===== config.mk =====
export PLATFORM = sky130hd
export DESIGN_NAME = sensor_frame_checker_unit
export DESIGN_NICKNAME = d
export VERILOG_FILES = /design/src/sfc_pkg.sv /design/src/sfc_front.sv /design/src/sfc_fifo.sv /design/src/sfc_back.sv /design/src/sensor_frame_checker_unit.sv
export SDC_FILE = /design/constraint.sdc
export NUM_CORES = 1
export LEC_CHECK = 0
export BUFFER_PORTS_ARGS = -buffer_cell sky130_fd_sc_hd__clkbuf_2
export CAP_MARGIN = 40
export CORE_ASPECT_RATIO = 0.5
export CORE_UTILIZATION = 30
export CTS_BUF_LIST = sky130_fd_sc_hd__clkbuf_2 sky130_fd_sc_hd__clkbuf_4 sky130_fd_sc_hd__clkbuf_8
export CTS_CLUSTER_DIAMETER = 30
export DETAILED_ROUTE_END_ITERATION = 10
export PLACE_DENSITY_LB_ADDON = 0.25
export SLEW_MARGIN = 20
export SYNTH_ARGS = -nofsm -noshare
export SYNTH_HDL_FRONTEND = slang
export SYNTH_HIERARCHICAL = 1
export SYNTH_SLANG_ARGS = --single-unit

===== constraint.sdc =====
create_clock -name i_clk -period 22.9 [get_ports i_clk]
set_clock_uncertainty 0.2 [all_clocks]
set_input_delay 2.29 -clock i_clk [delete_from_list [all_inputs] [get_ports i_clk]]
set_output_delay 2.29 -clock i_clk [all_outputs]
set_load 0.05 [all_outputs]

===== src/sfc_pkg.sv =====
// Shared types, constants and status codes of the sensor frame checker.
package sfc_pkg;

    // Frame limits and channel count.
    localparam int MAX_FRAME_BYTES = 32;
    localparam int CHANNELS        = 6;

    // Width of the byte position, which saturates at MAX_FRAME_BYTES + 1.
    localparam int POS_W = $clog2(MAX_FRAME_BYTES + 2);
    localparam int CH_W  = (CHANNELS > 1) ? $clog2(CHANNELS) : 1;

    // Frame constants.
    localparam logic [7:0] MAGIC_BYTE   = 8'hA5;
    localparam logic [7:0] VERSION_BYTE = 8'h02;
    localparam logic [7:0] ANALOG_TYPE  = 8'h05;
    localparam logic [7:0] HEADER_EXTRA = 8'd5;
    localparam logic [7:0] ANALOG_LEN   = 8'd4;
    localparam int         HEAD_BYTES   = 4;

    // Percentage arithmetic.
    localparam int         RAW_W       = 16;
    localparam int         PCT_W       = 7;
    localparam int         NUM_W       = RAW_W + PCT_W;
    localparam int         DIV_W       = RAW_W + PCT_W - 1;
    localparam int         STEP_W      = $clog2(PCT_W);
    localparam logic [PCT_W-1:0] PCT_SCALE = 7'd100;
    localparam logic [RAW_W-1:0] FULL_SCALE_RESET = 16'd4095;

    // Depth of the queue between front and back.
    localparam int FIFO_DEPTH = 2;
    localparam int FIFO_PTR_W = $clog2(FIFO_DEPTH);
    localparam int FIFO_CNT_W = $clog2(FIFO_DEPTH + 1);

    // Result status codes.
    localparam logic [2:0] ST_DROP       = 3'd0;
    localparam logic [2:0] ST_BAD_FRAME  = 3'd1;
    localparam logic [2:0] ST_OTHER      = 3'd2;
    localparam logic [2:0] ST_BAD_ANALOG = 3'd3;
    localparam logic [2:0] ST_ANALOG     = 3'd4;

    // One received byte.
    typedef struct packed {
        logic [7:0] data_byte;
        logic       last_byte;
    } t_in;

    // One reported result.
    typedef struct packed {
        logic [2:0]       status;
        logic [7:0]       event_type;
        logic [7:0]       payload_length;
        logic [7:0]       channel;
        logic [7:0]       pin_number;
        logic [RAW_W-1:0] raw_value;
        logic [PCT_W-1:0] percent;
        logic [31:0]      invalid_total;
        logic [31:0]      unknown_total;
        logic [31:0]      drop_total;
    } t_out;

    // A classified frame waiting for the back end.
    typedef struct packed {
        logic [2:0]       status;
        logic [7:0]       event_type;
        logic [7:0]       payload_length;
        logic [7:0]       channel;
        logic [7:0]       pin_number;
        logic [RAW_W-1:0] raw_value;
        logic [31:0]      invalid_total;
        logic [31:0]      unknown_total;
        logic [31:0]      drop_total;
    } t_job;

    // Handshake between the queue and its neighbours.
    typedef struct packed {
        logic full;
        logic empty;
    } t_fifo_stat;

endpackage


===== src/sfc_front.sv =====
// Front end: takes frame bytes, tracks the frame and classifies it at the final byte.
module sfc_front
    import sfc_pkg::*;
(
    input  logic       i_clk,
    input  logic       i_rst_n,
    input  logic       i_in_valid,
    input  t_in        i_in,
    output logic       o_in_stall,
    input  t_fifo_stat i_fifo_stat,
    output logic       o_push,
    output t_job       o_job
);

    logic [POS_W-1:0] r_pos, n_pos;
    logic [7:0]       r_xor, n_xor;
    logic             r_hdr, n_hdr;
    logic [7:0]       r_type, n_type;
    logic [7:0]       r_len, n_len;
    logic [7:0]       r_head [HEAD_BYTES];
    logic [7:0]       n_head [HEAD_BYTES];
    logic [31:0]      r_inv, n_inv;
    logic [31:0]      r_unk, n_unk;
    logic [31:0]      r_drop, n_drop;
    logic [RAW_W-1:0] r_ch_value [CHANNELS];
    logic [7:0]       r_ch_pin [CHANNELS];
    logic [CHANNELS-1:0] r_ch_valid;

    logic             w_accept;
    logic [7:0]       w_frame_len;
    logic             w_store;
    t_job             w_job;

    // A request is taken whenever the queue has room.
    assign o_in_stall = i_fifo_stat.full;
    assign w_accept   = i_in_valid && !i_fifo_stat.full;

    // Frame tracking and classification of the frame that ends with this byte.
    always_comb begin
        n_pos  = r_pos;
        n_xor  = r_xor;
        n_hdr  = r_hdr;
        n_type = r_type;
        n_len  = r_len;
        n_head = r_head;
        n_inv  = r_inv;
        n_unk  = r_unk;
        n_drop = r_drop;
        w_store = 1'b0;

        if (r_pos < POS_W'(MAX_FRAME_BYTES)) begin
            n_xor = r_xor ^ i_in.data_byte;
            if (r_pos == POS_W'(0) && i_in.data_byte != MAGIC_BYTE) begin
                n_hdr = 1'b0;
            end
            if (r_pos == POS_W'(1) && i_in.data_byte != VERSION_BYTE) begin
                n_hdr = 1'b0;
            end
            if (r_pos == POS_W'(2)) begin
                n_type = i_in.data_byte;
            end
            if (r_pos == POS_W'(3)) begin
                n_len = i_in.data_byte;
            end
            if (r_pos >= POS_W'(4) && r_pos < POS_W'(8)) begin
                n_head[r_pos[1:0]] = i_in.data_byte;
            end
        end
        if (r_pos <= POS_W'(MAX_FRAME_BYTES)) begin
            n_pos = r_pos + POS_W'(1);
        end

        w_frame_len = 8'(r_pos) + 8'd1;
        w_job = '0;

        if (r_pos >= POS_W'(MAX_FRAME_BYTES)) begin
            n_drop = r_drop + 32'd1;
            w_job.status = ST_DROP;
        end else if (r_pos < POS_W'(4) || !n_hdr ||
                     w_frame_len != (n_len + HEADER_EXTRA) || n_xor != 8'd0) begin
            n_inv = r_inv + 32'd1;
            w_job.status = ST_BAD_FRAME;
        end else begin
            w_job.event_type     = n_type;
            w_job.payload_length = n_len;
            if (n_type != ANALOG_TYPE) begin
                n_unk = r_unk + 32'd1;
                w_job.status = ST_OTHER;
            end else if (n_len != ANALOG_LEN || n_head[0] >= 8'(CHANNELS)) begin
                n_inv = r_inv + 32'd1;
                w_job.status = ST_BAD_ANALOG;
            end else begin
                w_store = 1'b1;
                w_job.status     = ST_ANALOG;
                w_job.channel    = n_head[0];
                w_job.pin_number = n_head[1];
                w_job.raw_value  = {n_head[3], n_head[2]};
            end
        end
        w_job.invalid_total = n_inv;
        w_job.unknown_total = n_unk;
        w_job.drop_total    = n_drop;

        // The final byte restarts the frame.
        if (i_in.last_byte) begin
            n_pos = '0;
            n_xor = 8'd0;
            n_hdr = 1'b1;
        end
    end

    assign o_push = w_accept && i_in.last_byte;
    assign o_job  = w_job;

    // Control state and counters.
    always_ff @(posedge i_clk) begin
        if (!i_rst_n) begin
            r_pos      <= '0;
            r_xor      <= 8'd0;
            r_hdr      <= 1'b1;
            r_type     <= 8'd0;
            r_len      <= 8'd0;
            r_inv      <= 32'd0;
            r_unk      <= 32'd0;
            r_drop     <= 32'd0;
            r_ch_valid <= '0;
        end else if (w_accept) begin
            r_pos  <= n_pos;
            r_xor  <= n_xor;
            r_hdr  <= n_hdr;
            r_type <= n_type;
            r_len  <= n_len;
            if (i_in.last_byte) begin
                r_inv  <= n_inv;
                r_unk  <= n_unk;
                r_drop <= n_drop;
                if (w_store) begin
                    r_ch_valid[n_head[0][CH_W-1:0]] <= 1'b1;
                end
            end
        end
    end

    // Payload head bytes are only read after being written in the same frame.
    always_ff @(posedge i_clk) begin
        if (w_accept) begin
            r_head <= n_head;
        end
    end

    // Per-channel readings, kept with their valid marks.
    always_ff @(posedge i_clk) begin
        if (!i_rst_n) begin
            for (int k = 0; k < CHANNELS; k++) begin
                r_ch_value[k] <= '0;
                r_ch_pin[k]   <= 8'd0;
            end
        end else if (w_accept && i_in.last_byte && w_store) begin
            r_ch_value[n_head[0][CH_W-1:0]] <= {n_head[3], n_head[2]};
            r_ch_pin[n_head[0][CH_W-1:0]]   <= n_head[1];
        end
    end

endmodule


===== src/sfc_fifo.sv =====
// Short queue of classified frames between the front and back ends.
module sfc_fifo
    import sfc_pkg::*;
(
    input  logic       i_clk,
    input  logic       i_rst_n,
    input  logic       i_push,
    input  t_job       i_job,
    input  logic       i_pop,
    output t_job       o_job,
    output t_fifo_stat o_stat
);

    t_job                  r_mem [FIFO_DEPTH];
    logic [FIFO_PTR_W-1:0] r_wr_ptr;
    logic [FIFO_PTR_W-1:0] r_rd_ptr;
    logic [FIFO_CNT_W-1:0] r_count;
    logic                  w_push;
    logic                  w_pop;

    assign o_stat.full  = (r_count == FIFO_CNT_W'(FIFO_DEPTH));
    assign o_stat.empty = (r_count == '0);
    assign w_push = i_push && !o_stat.full;
    assign w_pop  = i_pop && !o_stat.empty;
    assign o_job  = r_mem[r_rd_ptr];

    // Pointers and fill count.
    always_ff @(posedge i_clk) begin
        if (!i_rst_n) begin
            r_wr_ptr <= '0;
            r_rd_ptr <= '0;
            r_count  <= '0;
        end else begin
            if (w_push) begin
                r_wr_ptr <= (r_wr_ptr == FIFO_PTR_W'(FIFO_DEPTH - 1)) ? '0
                                                                       : r_wr_ptr + 1'b1;
            end
            if (w_pop) begin
                r_rd_ptr <= (r_rd_ptr == FIFO_PTR_W'(FIFO_DEPTH - 1)) ? '0
                                                                       : r_rd_ptr + 1'b1;
            end
            if (w_push && !w_pop) begin
                r_count <= r_count + 1'b1;
            end else if (w_pop && !w_push) begin
                r_count <= r_count - 1'b1;
            end
        end
    end

    // Entry storage.
    always_ff @(posedge i_clk) begin
        if (w_push) begin
            r_mem[r_wr_ptr] <= i_job;
        end
    end

endmodule


===== src/sfc_back.sv =====
// Back end: computes the rounded percentage and holds the result register.
module sfc_back
    import sfc_pkg::*;
(
    input  logic             i_clk,
    input  logic             i_rst_n,
    input  logic [RAW_W-1:0] i_full_scale,
    input  t_fifo_stat       i_fifo_stat,
    input  t_job             i_job,
    output logic             o_pop,
    output logic             o_out_valid,
    output t_out             o_out,
    input  logic             i_out_stall
);

    typedef enum logic [1:0] {
        S_IDLE,
        S_MUL,
        S_DIV,
        S_LOAD
    } t_state;

    t_state            r_state;
    t_job              r_job;
    logic [RAW_W-1:0]  r_full;
    logic [RAW_W-1:0]  r_clamp;
    logic [NUM_W-1:0]  r_rem;
    logic [DIV_W-1:0]  r_div;
    logic [PCT_W-1:0]  r_quo;
    logic [STEP_W-1:0] r_step;
    logic              r_out_valid;
    t_out              r_out;

    logic [RAW_W-1:0]  w_full;
    logic              w_fit;
    logic              w_out_free;

    // Full scale of zero counts as one.
    assign w_full = (i_full_scale == '0) ? RAW_W'(1) : i_full_scale;
    assign w_fit  = (r_rem >= NUM_W'(r_div));
    assign w_out_free = !r_out_valid || !i_out_stall;
    assign o_pop  = (r_state == S_IDLE) && !i_fifo_stat.empty;

    assign o_out_valid = r_out_valid;
    assign o_out       = r_out;

    // Analog: multiply, seven restoring division steps, load; others only load.
    always_ff @(posedge i_clk) begin
        if (!i_rst_n) begin
            r_state     <= S_IDLE;
            r_out_valid <= 1'b0;
        end else begin
            // In the load state the result register is handled by the load itself.
            if (r_out_valid && !i_out_stall && r_state != S_LOAD) begin
                r_out_valid <= 1'b0;
            end
            case (r_state)
                S_IDLE: begin
                    if (!i_fifo_stat.empty) begin
                        r_job   <= i_job;
                        r_full  <= w_full;
                        r_clamp <= (i_job.raw_value > w_full) ? w_full : i_job.raw_value;
                        r_quo   <= '0;
                        r_state <= (i_job.status == ST_ANALOG) ? S_MUL : S_LOAD;
                    end
                end
                S_MUL: begin
                    r_rem   <= NUM_W'(r_clamp) * NUM_W'(PCT_SCALE) + NUM_W'(r_full >> 1);
                    r_div   <= DIV_W'(r_full) << (PCT_W - 1);
                    r_step  <= STEP_W'(PCT_W - 1);
                    r_state <= S_DIV;
                end
                S_DIV: begin
                    if (w_fit) begin
                        r_rem <= r_rem - NUM_W'(r_div);
                    end
                    r_quo <= {r_quo[PCT_W-2:0], w_fit};
                    r_div <= r_div >> 1;
                    r_step <= r_step - 1'b1;
                    if (r_step == '0) begin
                        r_state <= S_LOAD;
                    end
                end
                S_LOAD: begin
                    if (w_out_free) begin
                        r_out_valid          <= 1'b1;
                        r_out.status         <= r_job.status;
                        r_out.event_type     <= r_job.event_type;
                        r_out.payload_length <= r_job.payload_length;
                        r_out.channel        <= r_job.channel;
                        r_out.pin_number     <= r_job.pin_number;
                        r_out.raw_value      <= r_job.raw_value;
                        r_out.percent        <= (r_job.status == ST_ANALOG) ? r_quo : '0;
                        r_out.invalid_total  <= r_job.invalid_total;
                        r_out.unknown_total  <= r_job.unknown_total;
                        r_out.drop_total     <= r_job.drop_total;
                        r_state              <= S_IDLE;
                    end
                end
                default: begin
                    r_state <= S_IDLE;
                end
            endcase
        end
    end

endmodule


===== src/sensor_frame_checker_unit.sv =====
// Top level of the sensor frame checker: front end, frame queue, back end and full-scale register.
//
// Frame bytes are taken one per clock while the two-entry frame queue has room; a byte that
// is not the last of its frame produces no result. At the final byte the frame is checked
// for size, header, declared length and XOR total, and its classification, counter totals
// and analog reading are queued. The back end then loads a frame without an analog update
// straight into the result register; for an analog update it first runs one multiply by one
// hundred and seven restoring division steps for the rounded percentage; either may wait
// on the output side. The result register lets the next frame be worked on while a result
// waits.
module sensor_frame_checker_unit
    import sfc_pkg::*;
(
    input  logic             i_clk,
    input  logic             i_rst_n,
    input  logic             i_in_valid,
    input  t_in              i_in,
    output logic             o_in_stall,
    output logic             o_out_valid,
    output t_out             o_out,
    input  logic             i_out_stall,
    input  logic             i_cfg_we,
    input  logic [RAW_W-1:0] i_cfg_data
);

    logic [RAW_W-1:0] r_full_scale;
    t_fifo_stat       w_fifo_stat;
    logic             w_push;
    logic             w_pop;
    t_job             w_push_job;
    t_job             w_head_job;

    // Full-scale configuration register.
    always_ff @(posedge i_clk) begin
        if (!i_rst_n) begin
            r_full_scale <= FULL_SCALE_RESET;
        end else if (i_cfg_we) begin
            r_full_scale <= i_cfg_data;
        end
    end

    // Byte intake and classification.
    sfc_front u_front (
        .i_clk       (i_clk),
        .i_rst_n     (i_rst_n),
        .i_in_valid  (i_in_valid),
        .i_in        (i_in),
        .o_in_stall  (o_in_stall),
        .i_fifo_stat (w_fifo_stat),
        .o_push      (w_push),
        .o_job       (w_push_job)
    );

    // Queue of classified frames.
    sfc_fifo u_fifo (
        .i_clk   (i_clk),
        .i_rst_n (i_rst_n),
        .i_push  (w_push),
        .i_job   (w_push_job),
        .i_pop   (w_pop),
        .o_job   (w_head_job),
        .o_stat  (w_fifo_stat)
    );

    // Percentage and result delivery.
    sfc_back u_back (
        .i_clk        (i_clk),
        .i_rst_n      (i_rst_n),
        .i_full_scale (r_full_scale),
        .i_fifo_stat  (w_fifo_stat),
        .i_job        (w_head_job),
        .o_pop        (w_pop),
        .o_out_valid  (o_out_valid),
        .o_out        (o_out),
        .i_out_stall  (i_out_stall)
    );

`ifndef NO_ASSERTIONS
    // A frame is never pushed into a full queue.
    a_no_overflow: assert property (@(posedge i_clk) disable iff (!i_rst_n)
        !(w_push && w_fifo_stat.full))
        else $error("frame queue overflow");

    // The rounded percentage never exceeds one hundred.
    a_pct_range: assert property (@(posedge i_clk) disable iff (!i_rst_n)
        (o_out_valid && o_out.status == ST_ANALOG) |-> (o_out.percent <= PCT_SCALE))
        else $error("percentage out of range");

    // Results without an analog update carry no reading.
    a_no_reading: assert property (@(posedge i_clk) disable iff (!i_rst_n)
        (o_out_valid && o_out.status != ST_ANALOG) |->
        (o_out.raw_value == '0 && o_out.percent == '0))
        else $error("reading on a non-analog result");
`endif

endmodule

# Word-level counts from Yosys, hierarchy flattened
# Memories as Yosys holds them, arrays and structs flattened. A register that Yosys moved wholly into a read port is not among the register bits.
# Cells that the tools add are included.
# Widths: inputs -> output; s select.
classes:
  addsub: 13
  n_mul: 1
  n_lt_le_gt_ge: 11
  eq_ne: 19
  n_mux: 57
  bitwise_logic: 3
  reduce_logical: 43
ops:
  columns: ["op", "count"]
  rows:
  - ["$mux 32", 12]
  - ["$add 32x1->32 const B", 3]
  - ["$mux 48", 2]
  - ["$mux 8", 7]
  - ["$pmux 23 s2", 1]
  - ["$pmux 22 s2", 1]
  - ["$bwmux 32", 1]
  - ["$mux 16", 2]
  - ["$add 23x15->23", 1]
  - ["$ge 23x22->1", 1]
  - ["$mux 23", 1]
  - ["$sub 23x22->23", 1]
  - ["$mul 16x5->21 const B", 1]
  - ["$demux 8 s2", 1]
  - ["$gt 16x16->1", 1]
  - ["$logic_not 16->1", 1]
  - ["$ne 8x3->1 const B", 2]
  - ["$reduce_and 3->1", 5]
  - ["$pmux 7 s2", 1]
  - ["$logic_and 1x1->1", 13]
  - ["$mux 1", 13]
  - ["$eq 6x2->1 const B", 2]
  - ["$mux 2", 6]
  - ["$mux 3", 4]
  - ["other kinds (40)", 64]
totals:
  register_bits: 570
  ramBits: 294
  input_bits: 30
  out_inout_bits: 156
  elab_cells: 191
  mem_count: 1
memory_table:
  columns: ["memory", "words", "width", "read_ports", "rd_clocked_by_memory_dff", "write_ports", "line", "source"]
  rows:
  - ["u_fifo.r_mem", 2, 147, 1, 1, 1, "sfc_fifo.sv:14", "t_job r_mem [FIFO_DEPTH];"]

# Longest topological paths before layout
# Gate-level depths: netlist of run 1.
depth:
  depth_word: 14
  depth_mapped: 19
  depth_no_buf: 19

# Hierarchy
# Netlist of run 1, hierarchy kept.
modules_own_cells:
  columns: ["mod", "instances", "cells_per_inst", "area_each_um2", "seq_area_each_um2"]
  rows:
  - ["sfc_back", 1, 1068, 16664.7, 11711.2]
  - ["sfc_fifo", 1, 482, 10884.2, 8928.6]
  - ["sfc_front", 1, 1262, 10201.0, 3503.4]
  - ["sensor_frame_checker_unit", 1, 51, 585.6, 320.3]

# Least setup slack after synthesis of run 1
# Ideal clock, no wire load.
synth_timing:
  path_kind: "in2reg"
  start: "input port i_rst_n"
  end: "register u_back.r_out (netlist bit u_back/o_out[0]) (enable)"
  setup_time_ps: 718
  arrival_time_ps: 9754
  t_required_ps: 21982
  path_slack_ps: 12229
  path_stages: 2
  n_path_buf: 0
  path_cell_list: "nand2_1 a21oi_1"
synth_via:
  elab_chain_cells: 1
synth_rtl:
  columns: ["element", "line", "source"]
  rows:
  - ["start, declared", "sensor_frame_checker_unit.sv:15", "input logic i_rst_n,"]
  - ["$reduce_and 3->1 (no source line)", null, null]
  - ["end, declared", "sfc_back.sv:32", "t_out r_out;"]
# No other way between the ends.
# A chain may end at the register's enable or synchronous reset.

# Final worst setup path of run 1
layout_timing:
  start: "register u_front.r_pos[0]"
  end: "register u_front.r_unk[19]"
layout_via:
  word_cells_on_any_way: 29
  cone_classes: "add/sub: 2; order compare: 3; eq/ne: 5; mux: 11; reduce/logical: 8"
layout_rtl:
  columns: ["element", "line", "source"]
  rows:
  - ["start, declared", "sfc_front.sv:15", "logic [POS_W-1:0] r_pos, n_pos;"]
  - ["start signal, assigned", "sfc_front.sv:128", "r_pos <= n_pos;"]
  - ["branches (longest 2 deep; another with $lt 6x6->1)", null, null]
  - ["$mux 8 (*)", "sfc_front.sv:51", "if (r_pos < POS_W'(MAX_FRAME_BYTES)) begin"]
  - ["named net u_front.n_len[1]", "sfc_front.sv:19", "logic [7:0] r_len, n_len;"]
  - ["$add 8x3->8 (*)", "sfc_front.sv:80", "w_frame_len != (n_len + HEADER_EXTRA) || n_xor != 8'd0) begin"]
  - ["$ne 8x8->1 (*)", "sfc_front.sv:80", null]
  - ["$logic_or 1x1->1 (*)", "sfc_front.sv:79", "end else if (r_pos < POS_W'(4) || !n_hdr ||"]
  - ["$logic_or 1x1->1 (*)", "sfc_front.sv:80", null]
  - ["$mux 32 (*)", "sfc_front.sv:79", null]
  - ["$mux 32 (*)", "sfc_front.sv:76", "if (r_pos >= POS_W'(MAX_FRAME_BYTES)) begin"]
  - ["end signal, assigned", "sfc_front.sv:135", "r_unk <= n_unk;"]
  - ["end, declared", "sfc_front.sv:23", "logic [31:0] r_unk, n_unk;"]
# Mark *: on every way through the listed nets, which the timed path passes.

==> results.json, run 1 <==
{
  "postCtsSetupRepairBufs": 0,
  "drc_errors": 0,
  "fmax_mhz": 175.4,
  "grt_pass1_vias": 23157,
  "cts_hold_buf": 0,
  "yosys-top-cells-area": "edfxtp_1 (56%), dfxtp_1 (7.9%), mux2_2 (5.8%), ha_1 (3.9%), a21oi_1 (2.2%)",
  "num_rows": 92,
  "drive_gt1_frac": 0.2251,
  "grt_pass1_wl_um": 130400,
  "pwr-share-seq": 0.409,
  "insertion_delay_ns": 0.83,
  "worstPathArrival_ns": 6.22,
  "globalRouteOverflowTotal": 0,
  "cts_tree": "done",
  "fin_ws_ns": 17.20,
  "h-tree-depth": 4,
  "via_per_inst": 4.683,
  "clkPwrFrac": 0.305,
  "start_kind": "register",
  "syn_area_um2": 38340,
  "post-place-ws_ns": 16.36,
  "crit_required_ns": 23.42,
  "comb_power_share": 0.286,
  "synth_area_leader_cell": "edfxtp_1",
  "slew_violations": 0,
  "relSlewSlack": 0.4514,
  "core_um2": 126400,
  "die_w_um": 507.5,
  "finalCoreUtilization": 0.3522,
  "crit_path_max_fanout": 52,
  "tightest_slew_ns": 0.8230,
  "p_sw_mw": 1.594,
  "start_util": 0.3033,
  "yosysSeqAreaShare": 0.6381,
  "critPathCaptureType": "register",
  "die_area_um2": 129300,
  "cts_made_buffers": 151,
  "dp_hpwl_um": 54950,
  "clock_sinks": 865,
  "clockBufferDepth": 3,
  "drt_iter0_markers": 1330,
  "area_growth_syn_to_layout_pct": 16.13,
  "grt_start_max_net_pins": 94,
  "final.setup.tns_ns": 0,
  "synth_common_cells": "edfxtp_1 (714), mux2_2 (196), nand2_1 (173)",
  "synth_edf_count": 714,
  "clock_tree.root_cell": "clkbuf_8",
  "hold_violations": 0,
  "synthCells": 2863,
  "die_height_um": 254.8,
  "postCtsResizedCells": 0,
  "powerDensity_nw_per_um2": 114.1,
  "syn_avg_cell_area_um2": 13.39,
  "intPower_mw": 3.486,
  "dr.pass1.iters": 5,
  "yosys.area.top_type_share": 0.5593,
  "criticalPathCategory": "register to register",
  "ir_drop_mv": 0.06369,
  "antenna_found_initial": 4,
  "post_drt_wl_per_cell_um": 17.20,
  "cap_violations": 0,
  "synth.distinct_cells": 90,
  "yosys.cell_count.top_type": "edfxtp_1",
  "drtAntennaViolNets": 0,
  "period_minus_slack_ns": 5.701,
  "num_io_pins": 186,
  "vias": 23042,
  "p_leak_nw": 15.75,
  "switching_share": 0.3138,
  "ys_seq_elements": 865,
  "power_mw": 5.081,
  "rsz0062_at_grt": "no",
  "gp_congestion": 0.8207,
  "postRouteWirelength_um": 84630,
  "fin_nets": 3262,
  "ys.flop_type": "edfxtp_1",
  "finalCritPeriodShare": 0.2490,
  "portBuffers": 185,
  "setup_viol": 0,
  "outcome": "finished clean",
  "track_usage": 0.1297,
  "hold_class": "register to register",
  "clkSlewWorstSetupHoldPaths_ns": 0.06,
  "synthArstFlopShare": 0,
  "synth_warnings": 6
}
flip-flops by register name, summed over array words and instances, names as in the netlist, named ones only:
signal              count
u_front/r_head         32
u_back/r_full          16
u_back/r_clamp         16
u_fifo/r_mem          294
u_back/r_rem           23
u_back/r_step           3
u_back/o_out          154
u_back/r_div           22
u_front/r_hdr           1
r_full_scale           16
u_front/r_pos           6
u_front/r_len           8
u_front/r_unk          32
u_back/r_state          2
u_back/r_quo            7
u_front/r_type          8
u_fifo/r_count          2
u_front/r_xor           8
u_back/o_out_valid      1
u_front/r_drop         32
u_fifo/r_rd_ptr         1
u_fifo/r_wr_ptr         1
u_front/r_inv          32
u_back/r_job          147
cell type report:
type / instances / area, um2
Inverter: 132 / 496.7
Antenna cell: 3 / 7.507
Fill cell: 12323 / 81870
Timing Repair Buffer: 225 / 1391
Tap cell: 1692 / 2117
Multi-Input combinational cell: 1724 / 12680
Clock inverter: 71 / 787.0
Sequential cell: 865 / 24470
Clock buffer: 208 / 2569
per-stage QoR:
| stage | instances | cell area, um2 | hold slack, ns |
|---|---|---|---|
| 2_1_floorplan | 2867 | 38350 | 0.2003 |
| 3_3_place_gp | 4625 | 40890 | 0.2024 |
| 3_5_place_dp | 4631 | 41020 | 0.2045 |
| 4_1_cts | 4910 | 44380 | 0.2175 |
| 5_1_grt | 4920 | 44520 | 0.2215 |
| 6_report | 4920 | 44520 | 0.2126 |
layer usage:
layer | track usage | up-vias | part of all wire
li1 | - | 11153 | -
met1 | 0.1676 | 11333 | 0.46
met2 | 0.2147 | 424 | 0.48
met3 | 0.02524 | 132 | 0.041
met4 | 0.05052 | 0 | 0.024
met5 | 0 | - | 0
cells in the final DEF (no fill, tap or decap), types with 50 or more instances in the layout:
cell | netlist | final
dfxtp_1 | 151 | 149
nand3_1 | 85 | 85
mux2_2 | 196 | 196
nor2_1 | 123 | 123
clkbuf_8 | 0 | 161
nand2_1 | 173 | 173
xnor2_1 | 91 | 91
ha_1 | 120 | 120
clkbuf_2 | 0 | 186
a21oi_1 | 166 | 165
or4_1 | 51 | 50
xor2_1 | 83 | 83
o31ai_1 | 53 | 53
inv_1 | 130 | 129
o21ai_0 | 69 | 69
edfxtp_1 | 714 | 714
cells by family (layout without fill, tap and decap cells):
logic type | Yosys count | in the layout | synth area share
flops | 865 | 865 | 0.6381
simple gates | 751 | 751 | 0.1045
compound gates | 421 | 421 | 0.06939
buf+inv | 278 | 636 | 0.03244
mux | 239 | 239 | 0.06913
xor+xnor | 175 | 175 | 0.04037
fa+ha+maj | 133 | 133 | 0.04595
other cells | 1 | 8 | 0.00009782
critical path, stage by stage (launching register included):
cell      delay (ns)
dfxtp_1         0.47
ha_1            0.63
inv_1           0.38
nor2_8          0.34
mux2i_1         0.37
inv_1           0.09
ha_1            0.23
nor2_1          0.14
nand2_1         0.07
or4_1           0.40
a31oi_1         0.17
a311oi_1        0.11
or4_2           0.90
buf_4           0.36
or4_1           0.55
a21oi_1         0.15
power groups by stage:
stage | Clock, mW | Combinational, mW | Sequential, mW
5_1_grt | 1.68 | 1.63 | 2.10
6_report | 1.55 | 1.45 | 2.08
3_5_place_dp | 0 | 1.45 | 2.11
4_1_cts | 1.61 | 1.46 | 2.08
3_3_place_gp | 0 | 1.42 | 2.11
2_1_floorplan | 0 | 1.09 | 2.14
worst paths after layout:
check                                      from                              to  slack [ns]  cells past startpoint
setup / recovery  u_front/r_pos[0]$_SDFFE_PN0P_  u_front/r_unk[19]$_SDFFE_PN0P_       17.20                     15
hold / removal      u_back/r_job[117]$_DFFE_PP_     u_back/o_out[124]$_DFFE_PP_        0.21                      0
setup reg to reg  u_front/r_pos[0]$_SDFFE_PN0P_  u_front/r_unk[19]$_SDFFE_PN0P_       17.20                     15
hold reg to reg     u_back/r_job[117]$_DFFE_PP_     u_back/o_out[124]$_DFFE_PP_        0.21                      0
Note: power is estimated with default switching activity, not from simulation.
==> run 2, diff against run 1 <==
==> constraint.sdc (replaced) <==
create_clock -name i_clk -period 4.95 [get_ports i_clk]
set_clock_uncertainty 0.2 [all_clocks]
set_input_delay 0.495 -clock i_clk [delete_from_list [all_inputs] [get_ports i_clk]]
set_output_delay 0.495 -clock i_clk [all_outputs]
set_load 0.05 [all_outputs]
==> results.json, run 2 (synthesized netlist as in run 1, its figures left out) <==
{
  "pwr-share-seq": 0.401,
  "area_growth_syn_to_layout_pct": 17.81,
  "largest_registers": "u_fifo/r_mem (294), u_back/o_out (154), u_back/r_job (147)",
  "drtAntennaViolNets": 0,
  "p_sw_mw": 7.565,
  "hold_class": "input pin to register",
  "grt_start_max_net_pins": 93,
  "largest_register_ffs": 294,
  "dp_hpwl_um": 56300,
  "setup_viol": 0,
  "dr.pass1.iters": 5,
  "portBuffers": 185,
  "clock_tree.root_cell": "clkbuf_8",
  "fin_nets": 3315,
  "startpoint": "u_back/r_clamp[2]$_DFFE_PP_",
  "grt_pass1_wl_um": 132500,
  "drc_errors": 0,
  "slew_violations": 0,
  "die_w_um": 507.5,
  "drt_iter0_markers": 1558,
  "layout.area.seq_um2": 24470,
  "critPathCaptureType": "register",
  "layout_commonest_cell": "edfxtp_1",
  "core_um2": 126400,
  "antenna_found_initial": 2,
  "num_io_pins": 186,
  "whs_ns": 0.08370,
  "clockBufferDepth": 3,
  "globalRouteOverflowTotal": 0,
  "top_layer_used": "met4",
  "worstPathArrival_ns": 5.05,
  "hold_violations": 0,
  "start_util": 0.3033,
  "layout_common_cells": "edfxtp_1 (714), mux2_2 (196), clkbuf_2 (185)",
  "place_area_um2": 41440,
  "reg2reg_from": "u_back/r_clamp[2]$_DFFE_PP_",
  "postCtsSetupRepairBufs": 0,
  "insertion_delay_ns": 0.86,
  "period_minus_slack_ns": 4.686,
  "routedLengthMet1_um": 38460,
  "ir_drop_mv": 0.3085,
  "die_height_um": 254.8,
  "clkPwrFrac": 0.306,
  "crit_end": "u_back/r_rem[20]$_DFFE_PP_",
  "post-place-ws_ns": 0.1725,
  "fin_ws_ns": 0.2641,
  "outcome": "finished clean",
  "finalCritPeriodShare": 0.9466,
  "post_drt_wl_per_cell_um": 17.26,
  "comb_power_share": 0.294,
  "rsz0062_at_grt": "no",
  "switching_share": 0.3174,
  "clock_sinks": 865,
  "grt_pass1_vias": 23345,
  "h-tree-depth": 4,
  "crit_path_max_fanout": 4,
  "fin_area_um2": 45160,
  "relSlewSlack": 0.4660,
  "rrSetupSlack_ns": 0.26,
  "track_usage": 0.1315,
  "multi_input_area_um2": 12730,
  "clkSlewWorstSetupHoldPaths_ns": 0.06,
  "n_fill_cell": 12321,
  "cts_tree": "done",
  "crit_required_ns": 5.31,
  "tightest_slew_ns": 0.7948,
  "cap_violations": 0,
  "via_per_inst": 4.699,
  "intPower_mw": 16.27,
  "ff2ff_path_depth": 16,
  "gp_congestion": 0.8443,
  "die_area_um2": 129300,
  "p_leak_nw": 16.07,
  "met2_length_um": 41980,
  "cts_made_buffers": 152,
  "postRouteWirelength_um": 85900,
  "regMostFlops": "u_fifo/r_mem",
  "start_kind": "register",
  "drive_gt1_frac": 0.2317,
  "vias": 23394,
  "r2r_end": "u_back/r_rem[20]$_DFFE_PP_",
  "criticalPathCategory": "register to register",
  "num_rows": 92,
  "powerDensity_nw_per_um2": 527.8,
  "fmax_mhz": 213.4,
  "wl_met3_um": 3922
}
run 2: cell count changes in the layout (fill, tap and decap cells not counted), moves of 3 or more:
cell | before | now
clkinvlp_4 | 10 | 5
clkbuf_4 | 47 | 33
buf_4 | 27 | 45
dlygate4sd3_1 | 0 | 28
buf_12 | 5 | 13
clkbuf_8 | 161 | 166
inv_4 | 0 | 3
clkinv_2 | 17 | 27
diode_2 | 3 | 6
inv_6 | 3 | 6
run 2: through the flow:
| stage | utilization | std cells | power (mW) | TNS [ns] |
|---|---|---|---|---|
| 6_report | 0.3573 | 4978 | 23.84 | 0 |
| 5_1_grt | 0.3573 | 4977 | 25.28 | 0 |
| 4_1_cts | 0.3570 | 4971 | 24.10 | 0 |
| 3_3_place_gp | 0.3266 | 4654 | 16.46 | 0 |
| 2_1_floorplan | - | 2867 | 14.90 | -41.19 |
| 3_5_place_dp | 0.3278 | 4661 | 16.63 | 0 |
run 2: timing repair:
| item | in CTS | in global routing |
|---|---|---|
| endpoints found under the setup margin | 0 | 126 |
| endpoints found under the hold margin | 43 | 0 |
| gates resized for setup | 0 | 5 |
| hold buffers | 28 | 0 |
run 2: area by class of cell:
| class | instances | area share |
|---|---|---|
| antenna | 6 | 0.0003324 |
| tap | 1692 | 0.04687 |
| clock inverter | 83 | 0.01925 |
| timing repair buffer | 277 | 0.04255 |
| inverter | 132 | 0.01128 |
| sequential | 865 | 0.5418 |
| clock buffer | 199 | 0.05607 |
| multi-input combinational | 1724 | 0.2819 |
run 2: how the worst min path moves through the flow:
stage	cells after the start	endpoint	startpoint
after floorplan	0	u_back/o_out[0]$_DFFE_PP_	u_back/r_job[0]$_DFFE_PP_
after global placement	0	u_back/o_out[88]$_DFFE_PP_	u_back/r_job[88]$_DFFE_PP_
after detailed placement	0	u_back/o_out[144]$_DFFE_PP_	u_back/r_job[137]$_DFFE_PP_
after CTS	2	r_full_scale[0]$_SDFFE_PN1P_	i_rst_n
after global routing	3	u_front/r_len[3]$_SDFFE_PN0P_	i_in[4]
final	2	r_full_scale[0]$_SDFFE_PN1P_	i_rst_n
run 2: metal layers:
layer,vias up,global-route usage
met5,-,0
met4,0,0.04573
met3,140,0.02634
met2,433,0.2215
met1,11575,0.1683
li1,11246,-
run 2: critical path, cell delays in order, from the launching register on:
cell and delay, ns:
edfxtp_1 0.44, ha_1 0.34, ha_1 0.32, fa_1 0.46, ha_1 0.36, and2b_1 0.21
o31a_1 0.28, o21a_1 0.20, nor2_1 0.16, ha_1 0.30, nand3_1 0.11, nand2_1 0.06
a41oi_1 0.30, a211o_1 0.25, and2b_1 0.21, xnor2_1 0.15, a21oi_1 0.09
run 2: power by group through the flow:
stage          Clock (mW)  Combinational [mW]  Sequential (mW)
3_5_place_dp            0                6.91             9.73
6_report             7.28                7.00             9.56
2_1_floorplan           0                5.08             9.81
3_3_place_gp            0                6.74             9.71
5_1_grt              7.85                7.79             9.64
4_1_cts              7.54                6.98             9.58
